### src/rtl/core/rip_pkg.sv
// shared types, constants and helper functions of the range image to point block
`default_nettype none

package rip_pkg;

    // field widths
    localparam int ROW_W      = 7;
    localparam int COL_W      = 12;
    localparam int RANGE_W    = 24;
    localparam int COLOUR_W   = 8;
    localparam int RGB_W      = 3 * COLOUR_W;
    localparam int HSTEP_W    = 25;
    localparam int VSTEP_W    = 24;
    localparam int LOWEST_W   = 24;
    localparam int XY_W       = 25;
    localparam int Z_W        = 32;
    localparam int CFG_IDX_W  = 2;
    localparam int CFG_DATA_W = 25;

    // image size defaults
    localparam int MAX_ROWS_DEF    = 128;
    localparam int MAX_COLUMNS_DEF = 4096;

    // register indexes
    typedef enum logic [CFG_IDX_W-1:0] {
        REG_HSTEP  = 2'd0,
        REG_VSTEP  = 2'd1,
        REG_LOWEST = 2'd2
    } t_reg_idx;

    localparam logic [HSTEP_W-1:0]         HSTEP_RST  = 25'd11520;
    localparam logic [VSTEP_W-1:0]         VSTEP_RST  = 24'd23040;
    localparam logic signed [LOWEST_W-1:0] LOWEST_RST = 24'sd1474560;

    // angle conversion: binary angle = floor((a * 8192 + 22) / 45)
    localparam int TURN_UNITS   = 23592960;
    localparam int ANG_SHIFT    = 13;
    localparam int ANG_BIAS     = 22;
    localparam int ANG_W        = 32;
    localparam int NUM_W        = 56;
    localparam int DIGIT_W      = 8;
    localparam int REM_W        = 6;
    localparam int STEP_W       = REM_W + DIGIT_W;
    localparam int DIV_CELLS    = NUM_W / DIGIT_W;
    localparam int DIVISOR      = 45;
    localparam int DIV45_RECIP  = 23302;
    localparam int DIV45_SHIFT  = 20;
    localparam int RECIP_W      = 15;
    localparam int STEP_PROD_W  = STEP_W + RECIP_W;

    localparam logic [ANG_W-1:0] QUARTER_TURN   = 32'h4000_0000;
    localparam logic [ANG_W-1:0] QUARTER_MINUS  = 32'h3FFF_FFFF;
    localparam logic [ANG_W-1:0] HALF_TURN      = 32'h8000_0000;

    // rotator
    localparam int CORDIC_W     = 33;
    localparam int CORDIC_STEPS = 30;
    localparam logic signed [CORDIC_W-1:0] CORDIC_GAIN = 33'sd652032874;

    // products and scaling
    localparam int PROD_W      = 58;
    localparam int MAG_W       = 57;
    localparam int SCALE_SHIFT = 30;
    localparam int SCALED_W    = MAG_W - SCALE_SHIFT;
    localparam logic [MAG_W-1:0]    ROUND_HALF = MAG_W'(64'd1 << (SCALE_SHIFT - 1));
    localparam logic [SCALED_W-1:0] XY_LIMIT   = SCALED_W'(16777215);

    // z quotient
    localparam int QUOT_W    = 33;
    localparam int DIV_W     = 32;
    localparam int DIVISOR_W = 31;
    localparam int CMP_W     = DIVISOR_W + QUOT_W;
    localparam logic [Z_W-1:0] Z_MAX = 32'h7FFF_FFFF;
    localparam logic [Z_W-1:0] Z_MIN = 32'h8000_0000;

    localparam logic [COLOUR_W-1:0] GREY_LEVEL = 8'd26;

    // arctangent of 2^-i in 2^-32 turn
    function automatic logic [ANG_W-1:0] atan_turn(input int idx);
        logic [ANG_W-1:0] v;
        case (idx)
            0:  v = 32'd536870912;
            1:  v = 32'd316933406;
            2:  v = 32'd167458907;
            3:  v = 32'd85004756;
            4:  v = 32'd42667331;
            5:  v = 32'd21354465;
            6:  v = 32'd10679838;
            7:  v = 32'd5340245;
            8:  v = 32'd2670163;
            9:  v = 32'd1335087;
            10: v = 32'd667544;
            11: v = 32'd333772;
            12: v = 32'd166886;
            13: v = 32'd83443;
            14: v = 32'd41722;
            15: v = 32'd20861;
            16: v = 32'd10430;
            17: v = 32'd5215;
            18: v = 32'd2608;
            19: v = 32'd1304;
            20: v = 32'd652;
            21: v = 32'd326;
            22: v = 32'd163;
            23: v = 32'd81;
            24: v = 32'd41;
            25: v = 32'd20;
            26: v = 32'd10;
            27: v = 32'd5;
            28: v = 32'd3;
            29: v = 32'd1;
            default: v = '0;
        endcase
        return v;
    endfunction

    // one digit of long division by 45: returns {quotient digit, remainder}
    function automatic logic [STEP_W-1:0] div45_step(input logic [STEP_W-1:0] v);
        logic [STEP_PROD_W-1:0] p;
        logic [DIGIT_W-1:0]     q;
        logic [STEP_W-1:0]      m;
        logic [STEP_W-1:0]      r;
        p = STEP_PROD_W'(v) * STEP_PROD_W'(DIV45_RECIP);
        q = p[DIV45_SHIFT +: DIGIT_W];
        m = STEP_W'(q) * STEP_W'(DIVISOR);
        r = v - m;
        return {q, r[REM_W-1:0]};
    endfunction

    // angle conversion chain payload
    typedef struct packed {
        logic                 valid;
        logic [NUM_W-1:0]     num_az;
        logic [NUM_W-1:0]     num_el;
        logic [REM_W-1:0]     rem_az;
        logic [REM_W-1:0]     rem_el;
        logic [ANG_W-1:0]     q_az;
        logic [ANG_W-1:0]     q_el;
        logic [RANGE_W-1:0]   range;
        logic [RGB_W-1:0]     rgb;
    } t_ang;

    // rotator chain payload
    typedef struct packed {
        logic                        valid;
        logic signed [CORDIC_W-1:0]  x_az;
        logic signed [CORDIC_W-1:0]  y_az;
        logic signed [CORDIC_W-1:0]  z_az;
        logic signed [CORDIC_W-1:0]  x_el;
        logic signed [CORDIC_W-1:0]  y_el;
        logic signed [CORDIC_W-1:0]  z_el;
        logic                        flip;
        logic [RANGE_W-1:0]          range;
        logic [RGB_W-1:0]            rgb;
    } t_rot;

    // z quotient chain payload
    typedef struct packed {
        logic                    valid;
        logic [DIV_W-1:0]        rem;
        logic [DIVISOR_W-1:0]    dvs;
        logic [QUOT_W-1:0]       dvd_lo;
        logic [QUOT_W-1:0]       quot;
        logic                    ovf;
        logic                    zero;
        logic                    csat;
        logic                    neg;
        logic signed [XY_W-1:0]  px;
        logic signed [XY_W-1:0]  py;
        logic [RGB_W-1:0]        rgb;
    } t_quo;

endpackage

`default_nettype wire

### src/rtl/core/rip_zdiv_cell.sv
// one restoring division step of the height quotient
`default_nettype none

module rip_zdiv_cell (
    input  wire logic          i_clk,
    input  wire logic          i_rst_n,
    input  wire logic          i_adv,
    input  wire rip_pkg::t_quo i_quo,
    output rip_pkg::t_quo      o_quo
);

    rip_pkg::t_quo                n_quo;
    rip_pkg::t_quo                r_quo;
    logic [rip_pkg::DIV_W-1:0]    w_trial;
    logic [rip_pkg::DIV_W-1:0]    w_dvs;
    logic                         w_ge;

    assign w_trial = {i_quo.rem[rip_pkg::DIV_W-2:0], i_quo.dvd_lo[rip_pkg::QUOT_W-1]};
    assign w_dvs   = {1'b0, i_quo.dvs};
    assign w_ge    = (w_trial >= w_dvs);

    always_comb begin
        n_quo        = i_quo;
        n_quo.rem    = w_ge ? (w_trial - w_dvs) : w_trial;
        n_quo.dvd_lo = i_quo.dvd_lo << 1;
        n_quo.quot   = {i_quo.quot[rip_pkg::QUOT_W-2:0], w_ge};
    end

    always_ff @(posedge i_clk) begin
        if (!i_rst_n) begin
            r_quo.valid <= 1'b0;
        end else if (i_adv) begin
            r_quo <= n_quo;
        end
    end

    assign o_quo = r_quo;

endmodule

`default_nettype wire

### config.mk
export PLATFORM = sky130hd
export DESIGN_NAME = rip_zdiv_cell
export DESIGN_NICKNAME = d
export VERILOG_FILES = /design/src/rtl/core/rip_pkg.sv /design/src/rtl/core/rip_zdiv_cell.sv
export SDC_FILE = /design/constraint.sdc
export NUM_CORES = 1
export LEC_CHECK = 0
export BUFFER_PORTS_ARGS = -buffer_cell sky130_fd_sc_hd__buf_2
export CELL_PAD_IN_SITES_DETAIL_PLACEMENT = 2
export CELL_PAD_IN_SITES_GLOBAL_PLACEMENT = 2
export CORE_ASPECT_RATIO = 1.1
export CORE_MARGIN = 4
export CORE_UTILIZATION = 27
export DETAILED_ROUTE_END_ITERATION = 10
export PLACE_DENSITY = 0.83
export SLEW_MARGIN = 20
export SYNTH_ARGS = -nofsm -noshare
export SYNTH_HDL_FRONTEND = slang
export SYNTH_SLANG_ARGS = --single-unit
### constraint.sdc
create_clock -name i_clk -period 6.85 [get_ports i_clk]
set_input_delay 1.37 -clock i_clk [delete_from_list [all_inputs] [get_ports i_clk]]
set_output_delay 1.37 -clock i_clk [all_outputs]
set_load 0.01 [all_outputs]
==> results of run 1 <==
==> metrics by stage <==
stage	hold slack, ps	cells	instance area, um^2
3_5_place_dp	535	1409	11400
6_report	547	1460	12200
3_3_place_gp	497	1409	11400
2_1_floorplan	538	585	8910
4_1_cts	548	1454	12200
5_1_grt	580	1457	12200
==> kinds of logic after synthesis <==
family	count (synthesis)	share of synthesized area, %
compound gates	124	9.58
simple gates	110	6.05
mux	28	4.32
buf+inv	59	3.43
flops	207	69.6
xor+xnor	24	2.36
fa+ha+maj	32	4.58
other cells	1	0.0421
==> path summary, 6_finish.rpt <==
path | start | endpoint | slack (ps) | cells after the start
worst max-delay path | i_quo[143] | o_quo[179]$_DFFE_PP_ | 2300 | 11
worst min-delay path | o_quo[207]$_SDFFE_PN0P_ | o_quo[207]$_SDFFE_PN0P_ | 550 | 2
worst max register to register | o_quo[207]$_SDFFE_PN0P_ | o_quo[207]$_SDFFE_PN0P_ | 6240 | 2
worst min register to register | o_quo[207]$_SDFFE_PN0P_ | o_quo[207]$_SDFFE_PN0P_ | 550 | 2
==> cell usage in the layout (no fill, tap or decap), drive strengths merged, types with 3 or more instances in the layout <==
master	instances
o21bai	4
a31oi	7
nor3	15
mux2i	4
clkbuf	34
nand3	6
nor2	27
nand2b	3
nand2	28
diode	6
a21o	12
a21oi	44
bufinv	3
o31ai	4
and2	5
mux2	24
nor4	4
ha	31
xor2	9
o21ai	19
edfxtp	206
buf	418
a211oi	4
o21a	8
nand4	8
xnor2	15
a21boi	3
a31o	3
inv	39
clkinv	7
==> layer usage <==
layer  up-vias  routed length (um)
li1       3084                   -
met1      3437               12800
met2       277               19900
met3        60                2980
met4         8                 954
met5         -                  42
==> worst register-to-register path: stages, from the launching register on <==
cell and delay (ps):
dfxtp_1 310, mux2i_1 130, nor2b_1 60
==> layout make-up <==
type / instances / area (um^2) / area share, %
antenna: 6 / 15.0 / 0.123
inverter: 39 / 146 / 1.20
tap: 426 / 533 / 4.37
multi-input combinational: 319 / 2400 / 19.7
sequential: 207 / 6210 / 50.8
clock buffer: 34 / 659 / 5.40
timing repair buffer: 418 / 2110 / 17.3
clock inverter: 11 / 131 / 1.08
==> power by group through the flow <==
stage	Clock [uW]	Combinational [uW]	Sequential [uW]
after global routing	1400	596	1540
after global placement	0	531	1550
after detailed placement	0	556	1560
after CTS	1340	560	1540
final	1290	552	1540
after floorplan	0	254	1620
==> flow_metrics.py, run 1 <==
metrics = {
    "routing": {
        "drtPass1Iterations": 6,
        "wl_per_cell_um": 25.1,
        "viasPerCell": 4.70,
        "detail-route-antenna-nets": 0,
        "routed_wl_um": 36700,
        "drc": 0,
        "vias": 6866,
        "drtIter0Drc": 360,
    },
    "pwr": {
        "internal_power_uw": 2520,
        "p_clk_share_pct": 38.3,
        "finalPower_uw": 3380,
        "total_leakage_power_uw": 0.00520,
        "switchingPower_uw": 860,
        "pwr-share-comb_pct": 16.3,
        "ir_drop_uv": 164,
        "power.density_nw_per_um2": 277,
        "pwr-share-seq_pct": 45.4,
        "swShare_pct": 25.4,
    },
    "synth": {
        "ys_warn_count": 0,
        "postSynthCellCount": 585,
        "async_flop_share_pct": 0,
        "synth-seq-cells": 207,
        "synth_top_cell_area_share_pct": 69.4,
        "yosysTopAreaCell": "edfxtp_1",
        "synthTopCellsByArea": "edfxtp_1, ha_1, mux2_4",
        "synth-edff-count": 206,
        "synthDistinctLibCells": 64,
        "avgSynthCellArea_um2": 15.2,
        "synth.yosys.seq_area_share_pct": 69.6,
        "synth_area_um2": 8910,
        "synthFlopType": "edfxtp_1",
        "yosysMostFrequentCell": "edfxtp_1",
        "yosys-top-cells-count": "edfxtp_1, a21oi_1, inv_1",
        "syn_nets": 828,
    },
    "global_route": {
        "grt_use_met3_pct": 6.68,
        "top_usage_layer": "met2",
        "grt_pass1_wl_um": 51000,
        "use_met2_pct": 36.2,
        "grt_max_degree": 109,
        "grt_pass1_vias": 7485,
        "track_usage_pct": 19.0,
        "use_met1_pct": 19.6,
        "grt-ovfl-total": 0,
        "antenna_found_initial": 13,
    },
    "flow_run": {
        "drv_cap": 0,
    },
    "placement": {
        "gp_congestion": 0.829,
        "numPortBuffers": 415,
        "dp_slack_ps": 1400,
        "dp_hpwl_um": 29400,
    },
    "min_path": {
        "hold_class": "flop to flop",
    },
    "setup_path": {
        "crit_buf_inv": 2,
        "worstSetupPathType": "input port to flop",
        "critPathSlowestCell": "or2_4",
        "critical_path.top_delay_family": "compound AO/OA/AOI/OAI gates",
        "cp.arrival_ps": 4810,
        "crit_path_end_kind": "flop",
        "crit_required_ps": 7100,
        "cp-start-kind": "input port",
        "critPathMaxFanout": 32,
        "max_stage_delay_ps": 640,
        "critical_path.cell_chain": "buf_2, inv_1, ha_1, fa_1, nand2b_1, a211oi_2, o41ai_4, a211o_2, a31oi_4, or2_4, mux2_2",
    },
    "floorplanning": {
        "pin_count": 419,
        "die_area_um2": 36000,
        "num_rows": 69,
        "initial_core_util_pct": 27.5,
        "core_um2": 32500,
        "die_y_um": 199,
        "die_x_um": 181,
    },
    "clock_tree": {
        "clock_sinks": 207,
        "clk_pin_slew_worst_paths_ps": 60,
        "cts_root_buffer": "clkbuf_16",
        "post_cts_buffers": 0,
        "cts_hold_buf": 0,
        "postCtsResizedCells": 0,
        "h-tree-depth": 1,
        "cts_buffers": 25,
        "cts_tree": "yes",
        "cts.path.max_buffers": 3,
        "insertion_delay_ps": 500,
    },
    "timing": {
        "fin_crit_sh_pct": 66.5,
        "min_period_ps": 4550,
        "max_freq_mhz": 220,
        "grt_setup_unrepaired": "no",
        "setup_tns_ps": 0,
        "setup_viol": 0,
        "worst_pin_slew_ps": 952,
        "slew_headroom_pct": 34.9,
        "finalHoldViolCount": 0,
        "worst_slack_ps": 2300,
        "slew_violations": 0,
        "finClkSkew_ps": 0,
    },
    "layout": {
        "post_route_cells_drive_above_1_share_pct": 47.8,
        "largest_register_ff_count": 207,
        "final_core_util_pct": 37.6,
        "fill_cells": 3464,
        "area_growth_pct": 37.0,
        "layout.nets": 1253,
    },
    "outcome": {
        "status": "finished clean",
    },
}
No activity file was read; power rests on OpenSTA's default activity.
==> inputs of run 2 (changes only) <==
--- a/config.mk
+++ b/config.mk
@@ -10,9 +10,9 @@
 export CELL_PAD_IN_SITES_GLOBAL_PLACEMENT = 2
 export CORE_ASPECT_RATIO = 1.1
 export CORE_MARGIN = 4
-export CORE_UTILIZATION = 27
+export CORE_UTILIZATION = 30
 export DETAILED_ROUTE_END_ITERATION = 10
-export PLACE_DENSITY = 0.83
+export PLACE_DENSITY = 0.87
 export SLEW_MARGIN = 20
 export SYNTH_ARGS = -nofsm -noshare
 export SYNTH_HDL_FRONTEND = slang
==> constraint.sdc (replaced) <==
create_clock -name i_clk -period 4.2 [get_ports i_clk]
set_input_delay 0.84 -clock i_clk [delete_from_list [all_inputs] [get_ports i_clk]]
set_output_delay 0.84 -clock i_clk [all_outputs]
set_load 0.01 [all_outputs]
==> run 2 against run 1 <==
Sequential share of layout area increased by 0.16 points. Count of clock-buffer cells in the layout fell by 7. Combinational power up 67%. Clock power is 53% higher. Total power up 60%. Largest power group unchanged. Cell area decreased by 0.31%. Clock skew did not move. Cell count shrank 3.6%.
==> flow_metrics.py, run 2 (same netlist as run 1, synthesis figures left out) <==
metrics = {
    "floorplanning": {
        "num_rows": 65,
        "initial_core_util_pct": 30.8,
        "die_x_um": 172,
        "pin_count": 419,
        "core_um2": 29000,
        "die_y_um": 189,
        "die_area_um2": 32500,
    },
    "clock_tree": {
        "clock_sinks": 207,
        "post_cts_buffers": 0,
        "insertion_delay_ps": 500,
        "postCtsResizedCells": 0,
        "cts.path.max_buffers": 3,
        "cts_buffers": 25,
        "cts_tree": "yes",
        "cts_root_buffer": "clkbuf_16",
        "h-tree-depth": 1,
        "clk_pin_slew_worst_paths_ps": 70,
        "cts_hold_buf": 0,
    },
    "setup_path": {
        "worstSetupPathType": "input port to flop",
        "crit_required_ps": 4460,
        "cp-start-kind": "input port",
        "rr_endpoint": "o_quo[207]$_SDFFE_PN0P_",
        "r2r_cells": 2,
        "r2r_slack_ps": 3590,
        "crit_path_start": "i_quo[143]",
        "rr_startpoint": "o_quo[207]$_SDFFE_PN0P_",
        "critPathMaxFanout": 23,
        "crit_path_end_kind": "flop",
        "cp.arrival_ps": 3670,
    },
    "global_route": {
        "antenna_found_initial": 18,
        "grt-ovfl-total": 0,
        "track_usage_pct": 22.3,
        "grt_pass1_wl_um": 53000,
        "grt_pass1_vias": 7636,
        "grt_max_degree": 56,
    },
    "layout": {
        "fin_area_um2": 12200,
        "final_cell_mix": "buf_2, edfxtp_1, a21oi_1, inv_1, ha_1",
        "layout.nets": 1263,
        "area_growth_pct": 36.6,
        "largest_register_ff_count": 207,
        "post_route_cells_drive_above_1_share_pct": 48.4,
        "layout_commonest_cell": "buf_2",
    },
    "pwr": {
        "ir_drop_uv": 318,
        "power.density_nw_per_um2": 444,
        "total_leakage_power_uw": 0.00523,
    },
    "routing": {
        "wl_per_cell_um": 27.5,
        "vias": 6968,
        "routed_wl_um": 38700,
        "viasPerCell": 4.95,
        "drtIter0Drc": 440,
        "detail-route-antenna-nets": 0,
        "drc": 0,
        "drtPass1Iterations": 7,
    },
    "flow_run": {
        "drv_cap": 0,
    },
    "min_path": {
        "hold_path.startpoint": "i_quo[15]",
        "hold_class": "input port to flop",
        "min_path_cells": 1,
        "hold_end": "o_quo[15]$_DFFE_PP_",
    },
    "outcome": {
        "status": "finished clean",
    },
    "placement": {
        "dp_hpwl_um": 31700,
        "numPortBuffers": 415,
        "dpl_cell_area_um2": 11400,
        "gp_congestion": 0.884,
    },
    "timing": {
        "setup_viol": 0,
        "slew_violations": 0,
        "finalHoldViolCount": 0,
        "setup_tns_ps": 0,
        "grt_setup_unrepaired": "no",
        "finClkSkew_ps": 0,
        "slew_headroom_pct": 44.3,
        "min_period_ps": 3420,
        "max_freq_mhz": 293,
        "fin_crit_sh_pct": 81.3,
        "worst_pin_slew_ps": 814,
    },
}
## run 2: cell type report
cell class	count	area, um^2
clock inverters	15	97.6
diodes	5	12.5
repair buffers	428	2210
clock buffers	27	633
inverters	39	146
flip-flops and latches	207	6210
well taps	368	460
multi-input cells	319	2400
fillers	3001	16800
## run 2: how the worst max path moves through the flow
| stage | to | slack, ps | depth (start not counted) |
|---|---|---|---|
| finish | o_quo[178]$_DFFE_PP_ | 780 | 12 |
| global route | o_quo[206]$_DFFE_PP_ | 630 | 10 |
| CTS | o_quo[178]$_DFFE_PP_ | 810 | 12 |
| detailed placement | o_quo[178]$_DFFE_PP_ | 270 | 12 |
| global placement | o_quo[179]$_DFFE_PP_ | 350 | 12 |
| floorplan | o_quo[0]$_DFFE_PP_ | 380 | 1 |
## run 2: power breakdown
group	total, uW	internal [uW]	switching [uW]	leakage [uW]
Clock	1970	1140	833	0.000349
Combinational	920	387	533	0.00294
Sequential	2520	2460	55.7	0.00194
Total	5400	3980	1420	0.00523
## run 2: critical path: stages
cell	delay, ps
buf_2	90
inv_1	40
ha_1	230
fa_1	420
nand2b_1	200
a211oi_2	370
o41ai_4	140
a211o_2	400
a31oi_4	180
or2_2	170
buf_12	210
mux2_2	360
## run 2: per-stage QoR
step	cells	util, %	hold WS [ps]	worst slack, ps	power, uW
6_report	1408	42.0	495	784	5400
2_1_floorplan	585	-	538	375	3040
3_5_place_dp	1361	39.5	548	272	3480
3_3_place_gp	1361	39.5	499	351	3400
5_1_grt	1406	42.0	466	626	5640
4_1_cts	1403	42.0	475	808	5470
## run 2: routing by layer
layer | up-vias | global-route usage, % | part of all wire [%]
met2 | 298 | 42.2 | 54
met5 | - | 0 | 0.35
met1 | 3465 | 22.7 | 33
met4 | 22 | 7.56 | 3.6
met3 | 81 | 7.34 | 8.8
li1 | 3102 | - | -
