$ cat config.mk
export PLATFORM = sky130hd
export DESIGN_NAME = rip_div45_cell
export DESIGN_NICKNAME = d
export VERILOG_FILES = /design/src/rtl/core/rip_pkg.sv /design/src/rtl/core/rip_div45_cell.sv
export SDC_FILE = /design/constraint.sdc
export NUM_CORES = 1
export LEC_CHECK = 0
export BUFFER_PORTS_ARGS = -buffer_cell sky130_fd_sc_hd__clkbuf_2
export CORE_AREA = 2 2 184 186
export DETAILED_ROUTE_END_ITERATION = 10
export DIE_AREA = 0 0 186 188
export PLACE_DENSITY = 0.7
export SETUP_SLACK_MARGIN = 0.1
export SLEW_MARGIN = 40
export SYNTH_ARGS = -nofsm -noshare
export SYNTH_HDL_FRONTEND = slang
export SYNTH_SLANG_ARGS = --single-unit
$ cat constraint.sdc
create_clock -name i_clk -period 8 [get_ports i_clk]
set_input_delay 0.8 -clock i_clk [delete_from_list [all_inputs] [get_ports i_clk]]
set_output_delay 0.8 -clock i_clk [all_outputs]
set_load 0.01 [all_outputs]
$ cat src/rtl/core/rip_pkg.sv
// shared types, constants and helper functions of the range image to point block
`default_nettype none

package rip_pkg;

    // field widths
    localparam int ROW_W      = 7;
    localparam int COL_W      = 12;
    localparam int RANGE_W    = 24;
    localparam int COLOUR_W   = 8;
    localparam int RGB_W      = 3 * COLOUR_W;
    localparam int HSTEP_W    = 25;
    localparam int VSTEP_W    = 24;
    localparam int LOWEST_W   = 24;
    localparam int XY_W       = 25;
    localparam int Z_W        = 32;
    localparam int CFG_IDX_W  = 2;
    localparam int CFG_DATA_W = 25;

    // image size defaults
    localparam int MAX_ROWS_DEF    = 128;
    localparam int MAX_COLUMNS_DEF = 4096;

    // register indexes
    typedef enum logic [CFG_IDX_W-1:0] {
        REG_HSTEP  = 2'd0,
        REG_VSTEP  = 2'd1,
        REG_LOWEST = 2'd2
    } t_reg_idx;

    localparam logic [HSTEP_W-1:0]         HSTEP_RST  = 25'd11520;
    localparam logic [VSTEP_W-1:0]         VSTEP_RST  = 24'd23040;
    localparam logic signed [LOWEST_W-1:0] LOWEST_RST = 24'sd1474560;

    // angle conversion: binary angle = floor((a * 8192 + 22) / 45)
    localparam int TURN_UNITS   = 23592960;
    localparam int ANG_SHIFT    = 13;
    localparam int ANG_BIAS     = 22;
    localparam int ANG_W        = 32;
    localparam int NUM_W        = 56;
    localparam int DIGIT_W      = 8;
    localparam int REM_W        = 6;
    localparam int STEP_W       = REM_W + DIGIT_W;
    localparam int DIV_CELLS    = NUM_W / DIGIT_W;
    localparam int DIVISOR      = 45;
    localparam int DIV45_RECIP  = 23302;
    localparam int DIV45_SHIFT  = 20;
    localparam int RECIP_W      = 15;
    localparam int STEP_PROD_W  = STEP_W + RECIP_W;

    localparam logic [ANG_W-1:0] QUARTER_TURN   = 32'h4000_0000;
    localparam logic [ANG_W-1:0] QUARTER_MINUS  = 32'h3FFF_FFFF;
    localparam logic [ANG_W-1:0] HALF_TURN      = 32'h8000_0000;

    // rotator
    localparam int CORDIC_W     = 33;
    localparam int CORDIC_STEPS = 30;
    localparam logic signed [CORDIC_W-1:0] CORDIC_GAIN = 33'sd652032874;

    // products and scaling
    localparam int PROD_W      = 58;
    localparam int MAG_W       = 57;
    localparam int SCALE_SHIFT = 30;
    localparam int SCALED_W    = MAG_W - SCALE_SHIFT;
    localparam logic [MAG_W-1:0]    ROUND_HALF = MAG_W'(64'd1 << (SCALE_SHIFT - 1));
    localparam logic [SCALED_W-1:0] XY_LIMIT   = SCALED_W'(16777215);

    // z quotient
    localparam int QUOT_W    = 33;
    localparam int DIV_W     = 32;
    localparam int DIVISOR_W = 31;
    localparam int CMP_W     = DIVISOR_W + QUOT_W;
    localparam logic [Z_W-1:0] Z_MAX = 32'h7FFF_FFFF;
    localparam logic [Z_W-1:0] Z_MIN = 32'h8000_0000;

    localparam logic [COLOUR_W-1:0] GREY_LEVEL = 8'd26;

    // arctangent of 2^-i in 2^-32 turn
    function automatic logic [ANG_W-1:0] atan_turn(input int idx);
        logic [ANG_W-1:0] v;
        case (idx)
            0:  v = 32'd536870912;
            1:  v = 32'd316933406;
            2:  v = 32'd167458907;
            3:  v = 32'd85004756;
            4:  v = 32'd42667331;
            5:  v = 32'd21354465;
            6:  v = 32'd10679838;
            7:  v = 32'd5340245;
            8:  v = 32'd2670163;
            9:  v = 32'd1335087;
            10: v = 32'd667544;
            11: v = 32'd333772;
            12: v = 32'd166886;
            13: v = 32'd83443;
            14: v = 32'd41722;
            15: v = 32'd20861;
            16: v = 32'd10430;
            17: v = 32'd5215;
            18: v = 32'd2608;
            19: v = 32'd1304;
            20: v = 32'd652;
            21: v = 32'd326;
            22: v = 32'd163;
            23: v = 32'd81;
            24: v = 32'd41;
            25: v = 32'd20;
            26: v = 32'd10;
            27: v = 32'd5;
            28: v = 32'd3;
            29: v = 32'd1;
            default: v = '0;
        endcase
        return v;
    endfunction

    // one digit of long division by 45: returns {quotient digit, remainder}
    function automatic logic [STEP_W-1:0] div45_step(input logic [STEP_W-1:0] v);
        logic [STEP_PROD_W-1:0] p;
        logic [DIGIT_W-1:0]     q;
        logic [STEP_W-1:0]      m;
        logic [STEP_W-1:0]      r;
        p = STEP_PROD_W'(v) * STEP_PROD_W'(DIV45_RECIP);
        q = p[DIV45_SHIFT +: DIGIT_W];
        m = STEP_W'(q) * STEP_W'(DIVISOR);
        r = v - m;
        return {q, r[REM_W-1:0]};
    endfunction

    // angle conversion chain payload
    typedef struct packed {
        logic                 valid;
        logic [NUM_W-1:0]     num_az;
        logic [NUM_W-1:0]     num_el;
        logic [REM_W-1:0]     rem_az;
        logic [REM_W-1:0]     rem_el;
        logic [ANG_W-1:0]     q_az;
        logic [ANG_W-1:0]     q_el;
        logic [RANGE_W-1:0]   range;
        logic [RGB_W-1:0]     rgb;
    } t_ang;

    // rotator chain payload
    typedef struct packed {
        logic                        valid;
        logic signed [CORDIC_W-1:0]  x_az;
        logic signed [CORDIC_W-1:0]  y_az;
        logic signed [CORDIC_W-1:0]  z_az;
        logic signed [CORDIC_W-1:0]  x_el;
        logic signed [CORDIC_W-1:0]  y_el;
        logic signed [CORDIC_W-1:0]  z_el;
        logic                        flip;
        logic [RANGE_W-1:0]          range;
        logic [RGB_W-1:0]            rgb;
    } t_rot;

    // z quotient chain payload
    typedef struct packed {
        logic                    valid;
        logic [DIV_W-1:0]        rem;
        logic [DIVISOR_W-1:0]    dvs;
        logic [QUOT_W-1:0]       dvd_lo;
        logic [QUOT_W-1:0]       quot;
        logic                    ovf;
        logic                    zero;
        logic                    csat;
        logic                    neg;
        logic signed [XY_W-1:0]  px;
        logic signed [XY_W-1:0]  py;
        logic [RGB_W-1:0]        rgb;
    } t_quo;

endpackage

`default_nettype wire

$ cat src/rtl/core/rip_div45_cell.sv
// one byte digit of the long division by 45 for both angles
`default_nettype none

module rip_div45_cell (
    input  wire logic          i_clk,
    input  wire logic          i_rst_n,
    input  wire logic          i_adv,
    input  wire rip_pkg::t_ang i_ang,
    output rip_pkg::t_ang      o_ang
);

    rip_pkg::t_ang                  n_ang;
    rip_pkg::t_ang                  r_ang;
    logic [rip_pkg::STEP_W-1:0]     w_az;
    logic [rip_pkg::STEP_W-1:0]     w_el;

    assign w_az = rip_pkg::div45_step({i_ang.rem_az,
                                       i_ang.num_az[rip_pkg::NUM_W-1 -: rip_pkg::DIGIT_W]});
    assign w_el = rip_pkg::div45_step({i_ang.rem_el,
                                       i_ang.num_el[rip_pkg::NUM_W-1 -: rip_pkg::DIGIT_W]});

    always_comb begin
        n_ang        = i_ang;
        n_ang.num_az = i_ang.num_az << rip_pkg::DIGIT_W;
        n_ang.num_el = i_ang.num_el << rip_pkg::DIGIT_W;
        n_ang.rem_az = w_az[rip_pkg::REM_W-1:0];
        n_ang.rem_el = w_el[rip_pkg::REM_W-1:0];
        n_ang.q_az   = {i_ang.q_az[rip_pkg::ANG_W-rip_pkg::DIGIT_W-1:0],
                        w_az[rip_pkg::STEP_W-1:rip_pkg::REM_W]};
        n_ang.q_el   = {i_ang.q_el[rip_pkg::ANG_W-rip_pkg::DIGIT_W-1:0],
                        w_el[rip_pkg::STEP_W-1:rip_pkg::REM_W]};
    end

    always_ff @(posedge i_clk) begin
        if (!i_rst_n) begin
            r_ang.valid <= 1'b0;
        end else if (i_adv) begin
            r_ang <= n_ang;
        end
    end

    assign o_ang = r_ang;

endmodule

`default_nettype wire

==> impl_metrics.tcl, run 1 <==
set metrics [dict create \
    status "completed" \
    num_rows 67 \
    drtAntennaViolNets 0 \
    grt_pass1_wl_um 56800 \
    dpl.hpwl_um 33100 \
    fp.dieW_um 186 \
    wl_per_cell_um 20.4 \
    tritoncts "built" \
    synth_cell_types 40 \
    ys_seq_area_frac 0.496 \
    slowest_delay_ns 0.52 \
    synth_edf_count 220 \
    vias 8997 \
    finalHoldViolations 0 \
    start_util 0.404 \
    cts_htree_levels 1 \
    clock_latency_ns 0.54 \
    tns_ns 0 \
    hold_slack_ns 0.433 \
    period_minus_slack_ns 7.55 \
    timing.final.crit_share 0.943 \
    synth_top_family_by_area "adder cells" \
    grt.total_usage 0.222 \
    port_buffers 444 \
    crit_fanout 4 \
    worstSetupEndpointType "flop" \
    maxSlewHeadroom 0.472 \
    yosysWarnings 0 \
    max_cap_viol_count 0 \
    crit_top_cell "ha_1" \
    tightest_slew_ns 0.792 \
    synthFlopType "edfxtp_1" \
    synth_compound_area_frac 0.0403 \
    clkSlewWorstSetupHoldPaths_ns 0.06 \
    dieArea_mm2 0.0350 \
    post-cts-setup-buffers 0 \
    required_ns 8.27 \
    cts_buffer_depth 3 \
    cts_buffers 26 \
    cts_root_buffer "clkbuf_16" \
    cts_resized 0 \
    synth.area.top_cells "edfxtp_1, ha_1, fa_1" \
    firstDrtPassIters 6 \
    routed_wl_um 39500 \
    yosys_register_bits 221 \
    crit_slowest_cell "fa_1" \
    holdBufCountCts 0 \
    fmax_mhz 133 \
    syn_inst 936 \
    ios 477 \
    syn_avg_cell_area_um2 14.3 \
    gp_congestion 0.872 \
    clock_skew_ns 0 \
    grt-ovfl-total 0 \
    finalMaxSlewViolations 0 \
    yosys-top-cells-count "ha_1, edfxtp_1, inv_1" \
    min_path_type "in -> reg" \
    grt_pass1_vias 9330 \
    synth_top_area_share 0.494 \
    start_kind "input port" \
    synthMuxAreaShare 0.00150 \
    synthArstFlopShare 0 \
    antenna_found_initial 9 \
    synth-xor-area-share 0.0363 \
    synth_top_area_cell "edfxtp_1" \
    setup_viol 0 \
    drc 0 \
    drive_gt1_frac 0.370 \
    largest_register_ffs 221 \
    setup_slack_ns 0.454 \
    rsz0062_at_grt "false" \
    area.growth.synth_to_final_pct 30.3 \
    synthAdderAreaFrac 0.344 \
    die_y_um 188 \
    cts_sinks 221 \
    grt_max_degree 168 \
    synth_simple_gate_area_frac 0.0158 \
    core-area_mm2 0.0331 \
    arrival_ns 7.81 \
    pre_cts_ws_ns -0.0629 \
    final_util 0.526 \
    drt-vias-per-instance 4.65 \
    yosysMostFrequentCell "ha_1" \
    drt_iter0_drc 427 \
    syn_area_mm2 0.0134 \
    fin_nets 2016 \
    setup.worst_path.class "in -> reg" \
]
critical path: cells and delay by family:
kind / cells / cell delay [ns]
compound gates: 8 / 1.50
xor+xnor: 3 / 0.59
fa+ha+maj: 12 / 4.46
buf+inv: 4 / 0.30
simple gates: 1 / 0.16
kinds of logic (layout without fill, tap and decap cells):
| group | count (synthesis) | count (layout) |
|---|---|---|
| adders and majority gates | 316 | 316 |
| xor gates and xnor gates | 53 | 53 |
| and+or+nand+nor | 44 | 44 |
| AOI/OAI and AO/OA | 80 | 80 |
| other | 1 | 23 |
| muxes | 2 | 2 |
| DFF | 221 | 221 |
| buffers and inverters | 219 | 747 |
per-layer routing:
metal / share of wire / track usage / wire, um / up-vias
met5: 0.0013 / 0 / 50 / -
met1: 0.42 / 0.286 / 16600 / 4427
met4: 0.026 / 0.0684 / 1030 / 8
li1: - / - / - / 4247
met3: 0.083 / 0.0629 / 3290 / 57
met2: 0.47 / 0.361 / 18600 / 258
per-stage QoR:
stage,instance area [um2],instances
6_report,17400,1934
3_3_place_gp,16500,1879
5_1_grt,17400,1929
2_1_floorplan,13400,951
4_1_cts,17400,1926
3_5_place_dp,16500,1879
layout by cell type, fill, tap and decap left out, types with 16 or more instances in the layout:
master       n
a21oi_1     20
buf_4       51
clkbuf_16   26
clkbuf_2   444
conb_1      16
edfxtp_1   220
fa_1        86
ha_1       230
inv_1      202
xnor2_1     39
worst paths after layout:
path | start | endpoint | slack [ns] | cells past startpoint
max | i_ang[174] | o_ang[117] | 0.45 | 28
min | i_ang[186] | o_ang[194] | 0.43 | 1
max reg2reg | o_ang[236] | o_ang[236] | 7.35 | 2
min reg2reg | o_ang[236] | o_ang[236] | 0.58 | 2
final cells by class:
class / instances / area, um2
clock inverters: 13 / 168
repair buffers: 497 / 2650
well taps: 448 / 561
flip-flops and latches: 221 / 6630
multi-input cells: 511 / 5920
diodes: 7 / 17.5
fillers: 2863 / 15700
clock buffers: 34 / 711
inverters: 203 / 762
Power of run 1 is not shown: default switching activity piles up to over one toggle a cycle in this logic, so the estimate is an artifact.
==> run 2, diff against run 1 <==
--- a/config.mk
+++ b/config.mk
@@ -6,9 +6,10 @@
 export NUM_CORES = 1
 export LEC_CHECK = 0
+export ABC_AREA = 1
 export BUFFER_PORTS_ARGS = -buffer_cell sky130_fd_sc_hd__clkbuf_2
-export CORE_AREA = 2 2 184 186
+export CORE_AREA = 2 2 183 185
 export DETAILED_ROUTE_END_ITERATION = 10
-export DIE_AREA = 0 0 186 188
-export PLACE_DENSITY = 0.7
+export DIE_AREA = 0 0 185 187
+export PLACE_DENSITY = 0.74
 export SETUP_SLACK_MARGIN = 0.1
 export SLEW_MARGIN = 40
==> constraint.sdc (replaced) <==
create_clock -name i_clk -period 8 [get_ports i_clk]
set_input_delay 0.8 -clock i_clk [delete_from_list [all_inputs] [get_ports i_clk]]
set_output_delay 0.8 -clock i_clk [all_outputs]
set_load 0.05 [all_outputs]
==> impl_metrics.tcl, run 2 <==
set metrics [dict create \
    status "completed" \
    cts_buffers 25 \
    tritoncts "built" \
    start_util 0.437 \
    grt_util_met3 0.116 \
    antenna_found_initial 6 \
    syn_inst 1213 \
    tightest_slew_ns 0.786 \
    instances_no_fill 2191 \
    drt-vias-per-instance 4.77 \
    wl_per_cell_um 21.0 \
    synth_top_area_share 0.460 \
    synth.area.top_cells "edfxtp_1, ha_1, fa_1" \
    fmax_mhz 134 \
    synthFlopType "edfxtp_1" \
    grt_pass1_vias 10510 \
    max_cap_viol_count 0 \
    dp.cells 2144 \
    grt_pass1_wl_um 64800 \
    synth_cell_types 35 \
    holdBufCountCts 0 \
    synth_edf_count 220 \
    finalHoldViolations 0 \
    firstDrtPassIters 5 \
    cts_sinks 221 \
    fillers 2891 \
    fp.dieW_um 185 \
    cts_root_buffer "clkbuf_16" \
    syn_area_mm2 0.0144 \
    syn_avg_cell_area_um2 11.8 \
    drtAntennaViolNets 0 \
    clkSlewWorstSetupHoldPaths_ns 0.07 \
    num_rows 67 \
    met1_usage 0.325 \
    maxSlewHeadroom 0.476 \
    yosys-top-cells-count "inv_1, ha_1, edfxtp_1" \
    clock_latency_ns 0.54 \
    core-area_mm2 0.0329 \
    crit_slowest_cell "fa_1" \
    grt-ovfl-total 0 \
    area.growth.synth_to_final_pct 26.9 \
    final_cell_mix "clkbuf_2, inv_1, ha_1, edfxtp_1, nand2_1" \
    drt_iter0_drc 582 \
    tns_ns 0 \
    arrival_ns 7.77 \
    routed_wl_um 46000 \
    rsz0062_at_grt "false" \
    crit_top_cell "ha_1" \
    ys_seq_area_frac 0.462 \
    drc 0 \
    largest_register_ffs 221 \
    timing.final.crit_share 0.934 \
    yosys_register_bits 221 \
    die_y_um 187 \
    period_minus_slack_ns 7.47 \
    fin_nets 2279 \
    drive_gt1_frac 0.315 \
    met2_usage 0.416 \
    gp_congestion 0.928 \
    vias 10459 \
    grt_max_degree 142 \
    setup.worst_path.class "in -> reg" \
    synth_top_area_cell "edfxtp_1" \
    dpl.hpwl_um 38800 \
    clock_skew_ns 0 \
    slowest_delay_ns 0.55 \
    pre_cts_ws_ns -0.109 \
    setup_slack_ns 0.529 \
    dieArea_mm2 0.0346 \
    yosysWarnings 0 \
    final_common_cell "clkbuf_2" \
    required_ns 8.30 \
    grt.total_usage 0.261 \
    yosysMostFrequentCell "inv_1" \
    setup_viol 0 \
    start_kind "input port" \
    cts_htree_levels 1 \
    finalMaxSlewViolations 0 \
    ios 477 \
    grt_busiest_layer "met2" \
    crit_fanout 4 \
    post-cts-setup-buffers 0 \
    cts_buffer_depth 3 \
    synthArstFlopShare 0 \
    min_path_type "in -> reg" \
    worstSetupEndpointType "flop" \
    port_buffers 444 \
]
==> run 2: cell types whose count changed after synthesis, sizes merged, moves of 15 or more <==
cell / previous run / this run
a21oi: 21 / 42
inv: 203 / 266
nand2: 12 / 179
nand3: 4 / 37
nor2: 10 / 39
xnor2: 40 / 14
xor2: 12 / 27
==> run 2: repair_timing <==
action,CTS,global route
endpoints found under the hold margin,0,0
gates resized for setup,0,2
endpoints found under the setup margin,0,1
==> run 2: cells by family after synthesis <==
family,share of synthesized area
fa+ha+maj,0.320
other cells,0.000261
buf+inv,0.0779
flops,0.462
simple gates,0.0851
xor+xnor,0.0250
compound gates,0.0296
==> run 2: worst paths after layout <==
path / start / to / slack (ns) / depth (start not counted)
worst max register to register: o_ang[236] / o_ang[236] / 7.36 / 2
worst min-delay path: i_ang[193] / o_ang[201] / 0.43 / 1
worst max-delay path: i_ang[233] / o_ang[123] / 0.53 / 32
worst min register to register: o_ang[236] / o_ang[236] / 0.57 / 2
==> run 2: area by class of cell <==
| class | count | area (um2) | share of cell area |
|---|---|---|---|
| Antenna cell | 2 | 5.00 | 0.000275 |
| Clock buffer | 27 | 633 | 0.0348 |
| Clock inverter | 18 | 180 | 0.00989 |
| Inverter | 266 | 1010 | 0.0555 |
| Multi-Input combinational cell | 725 | 6670 | 0.366 |
| Sequential cell | 221 | 6630 | 0.364 |
| Tap cell | 448 | 561 | 0.0308 |
| Timing Repair Buffer | 484 | 2530 | 0.139 |
==> run 2: critical path: cells and delay by family <==
| kind | cells | cell delay [ns] |
|---|---|---|
| AO/OA/AOI/OAI | 3 | 0.47 |
| XOR/XNOR | 1 | 0.32 |
| buffers and inverters | 6 | 0.39 |
| adder cells (fa/ha/maj) | 12 | 4.70 |
| AND/OR/NAND/NOR | 10 | 1.11 |
==> run 2: metrics by stage <==
step	hold slack, ns	instance area, um2	util
6_report	0.430	18200	0.554
5_1_grt	0.414	18200	0.554
4_1_cts	0.411	18200	0.554
3_5_place_dp	0.552	17400	0.529
3_3_place_gp	0.534	17400	0.529
2_1_floorplan	0.753	14400	-
==> run 2: routing by layer <==
| layer | part of all wire | up-vias |
|---|---|---|
| li1 | - | 4991 |
| met1 | 0.40 | 5024 |
| met2 | 0.45 | 378 |
| met3 | 0.12 | 62 |
| met4 | 0.025 | 4 |
| met5 | 0.00070 | - |
Power of run 2 is left out for the same reason.
==> run 3, diff against run 2 <==
Settings changed: CORE_AREA 2 2 183 185 to unset, CORE_MARGIN set to 1.5, CORE_UTILIZATION set to 29, DIE_AREA 0 0 185 187 to unset, GPL_TIMING_DRIVEN set to 0, PLACE_DENSITY 0.74 to unset.
==> impl_metrics.tcl, run 3 (synthesized netlist as in run 2, its figures left out) <==
set metrics [dict create \
    status "completed" \
    setup_slack_ns 0.532 \
    cts_buffers 25 \
    setup.worst_path.class "in -> reg" \
    hold_slack_ns 0.423 \
    crit_path_start "i_ang[233]" \
    drive_gt1_frac 0.309 \
    grt_max_degree 79 \
    max_cap_viol_count 0 \
    clock_latency_ns 0.54 \
    period_minus_slack_ns 7.47 \
    worstSetupEndpointType "flop" \
    gp_congestion 0.840 \
    pre_cts_ws_ns -0.238 \
    largest_register_ffs 221 \
    fin_area_mm2 0.0185 \
    finalHoldViolations 0 \
    rsz0062_at_grt "false" \
    min_path_type "in -> reg" \
    final_cell_mix "clkbuf_2, inv_1, ha_1, edfxtp_1, nand2_1" \
    timing.final.crit_share 0.934 \
    arrival_ns 7.75 \
    wl_per_cell_um 16.4 \
    tightest_slew_ns 0.631 \
    crit_fanout 6 \
    drtAntennaViolNets 0 \
    core-area_mm2 0.0488 \
    dieArea_mm2 0.0508 \
    grt_pass1_wl_um 56800 \
    fillers 4850 \
    crit_family "adder cells" \
    routed_wl_um 39200 \
    regToRegEndpoint "o_ang[236]" \
    dp.cells 2338 \
    grt.total_usage 0.147 \
    reg2reg_depth 2 \
    instances_no_fill 2386 \
    grt-ovfl-total 0 \
    grt_pass1_vias 10105 \
    drt_iter0_drc 325 \
    cts_buffer_depth 3 \
    cts_htree_levels 1 \
    drc 0 \
    path_depth 31 \
    final_common_cell "clkbuf_2" \
    area.growth.synth_to_final_pct 28.6 \
    start_util 0.294 \
    die_y_um 225 \
    cp.buffers_inverters 7 \
    cts_root_buffer "clkbuf_16" \
    clkSlewWorstSetupHoldPaths_ns 0.06 \
    fin_nets 2258 \
    clock_skew_ns 0 \
    fp.dieW_um 225 \
    crit_slowest_cell "fa_1" \
    tritoncts "built" \
    critPathCapture "o_ang[123]" \
    port_buffers 444 \
    required_ns 8.28 \
    vias 10081 \
    dpl.hpwl_um 33300 \
    slowest_delay_ns 0.53 \
    crit_top_cell "ha_1" \
    start_kind "input port" \
    r2r_slack_ns 7.37 \
    placed_area_mm2 0.0175 \
    ios 477 \
    firstDrtPassIters 5 \
    antenna_found_initial 5 \
    fmax_mhz 134 \
    holdBufCountCts 0 \
    maxSlewHeadroom 0.578 \
    setup_viol 0 \
    finalMaxSlewViolations 0 \
    drt-vias-per-instance 4.23 \
    num_rows 81 \
    r2r_start "o_ang[236]" \
    cts_sinks 221 \
]
run 3: metrics by stage:
stage	setup TNS [ns]	util
2_1_floorplan	0	-
3_3_place_gp	-0.264	0.357
3_5_place_dp	-0.238	0.359
4_1_cts	0	0.377
5_1_grt	0	0.378
6_report	0	0.378
run 3: worst min path at each step:
stage | start | to | slack [ns] | cells after the start
5_1_grt | i_ang[207] | o_ang[215] | 0.40 | 1
4_1_cts | i_ang[208] | o_ang[216] | 0.37 | 1
3_5_place_dp | o_ang[236] | o_ang[236] | 0.54 | 2
6_report | i_ang[208] | o_ang[216] | 0.42 | 1
3_3_place_gp | o_ang[236] | o_ang[236] | 0.54 | 2
2_1_floorplan | o_ang[236] | o_ang[236] | 0.75 | 2
run 3: layer usage:
metal / GRT usage / part of all wire / vias up
met5: 0 / 0.0010 / -
met4: 0.0511 / 0.034 / 6
met3: 0.0329 / 0.070 / 66
met2: 0.264 / 0.50 / 307
met1: 0.171 / 0.40 / 4739
li1: - / - / 4963
run 3: timing repair:
item,CTS,global route
endpoints found under the hold margin,0,0
resized for setup,0,7
setup buffers,0,1
endpoints found under the setup margin,0,1
run 3: area by class of cell:
class / instances / area [um2] / area share
plain buffers: 16 / 120 / 0.00651
well taps: 664 / 831 / 0.0450
inverters: 266 / 1010 / 0.0545
clock buffers: 28 / 637 / 0.0345
multi-input cells: 725 / 6710 / 0.363
diodes: 1 / 2.50 / 0.000136
flip-flops and latches: 221 / 6630 / 0.359
repair buffers: 447 / 2280 / 0.124
clock inverters: 18 / 245 / 0.0133
Power of run 3 is left out for the same reason.
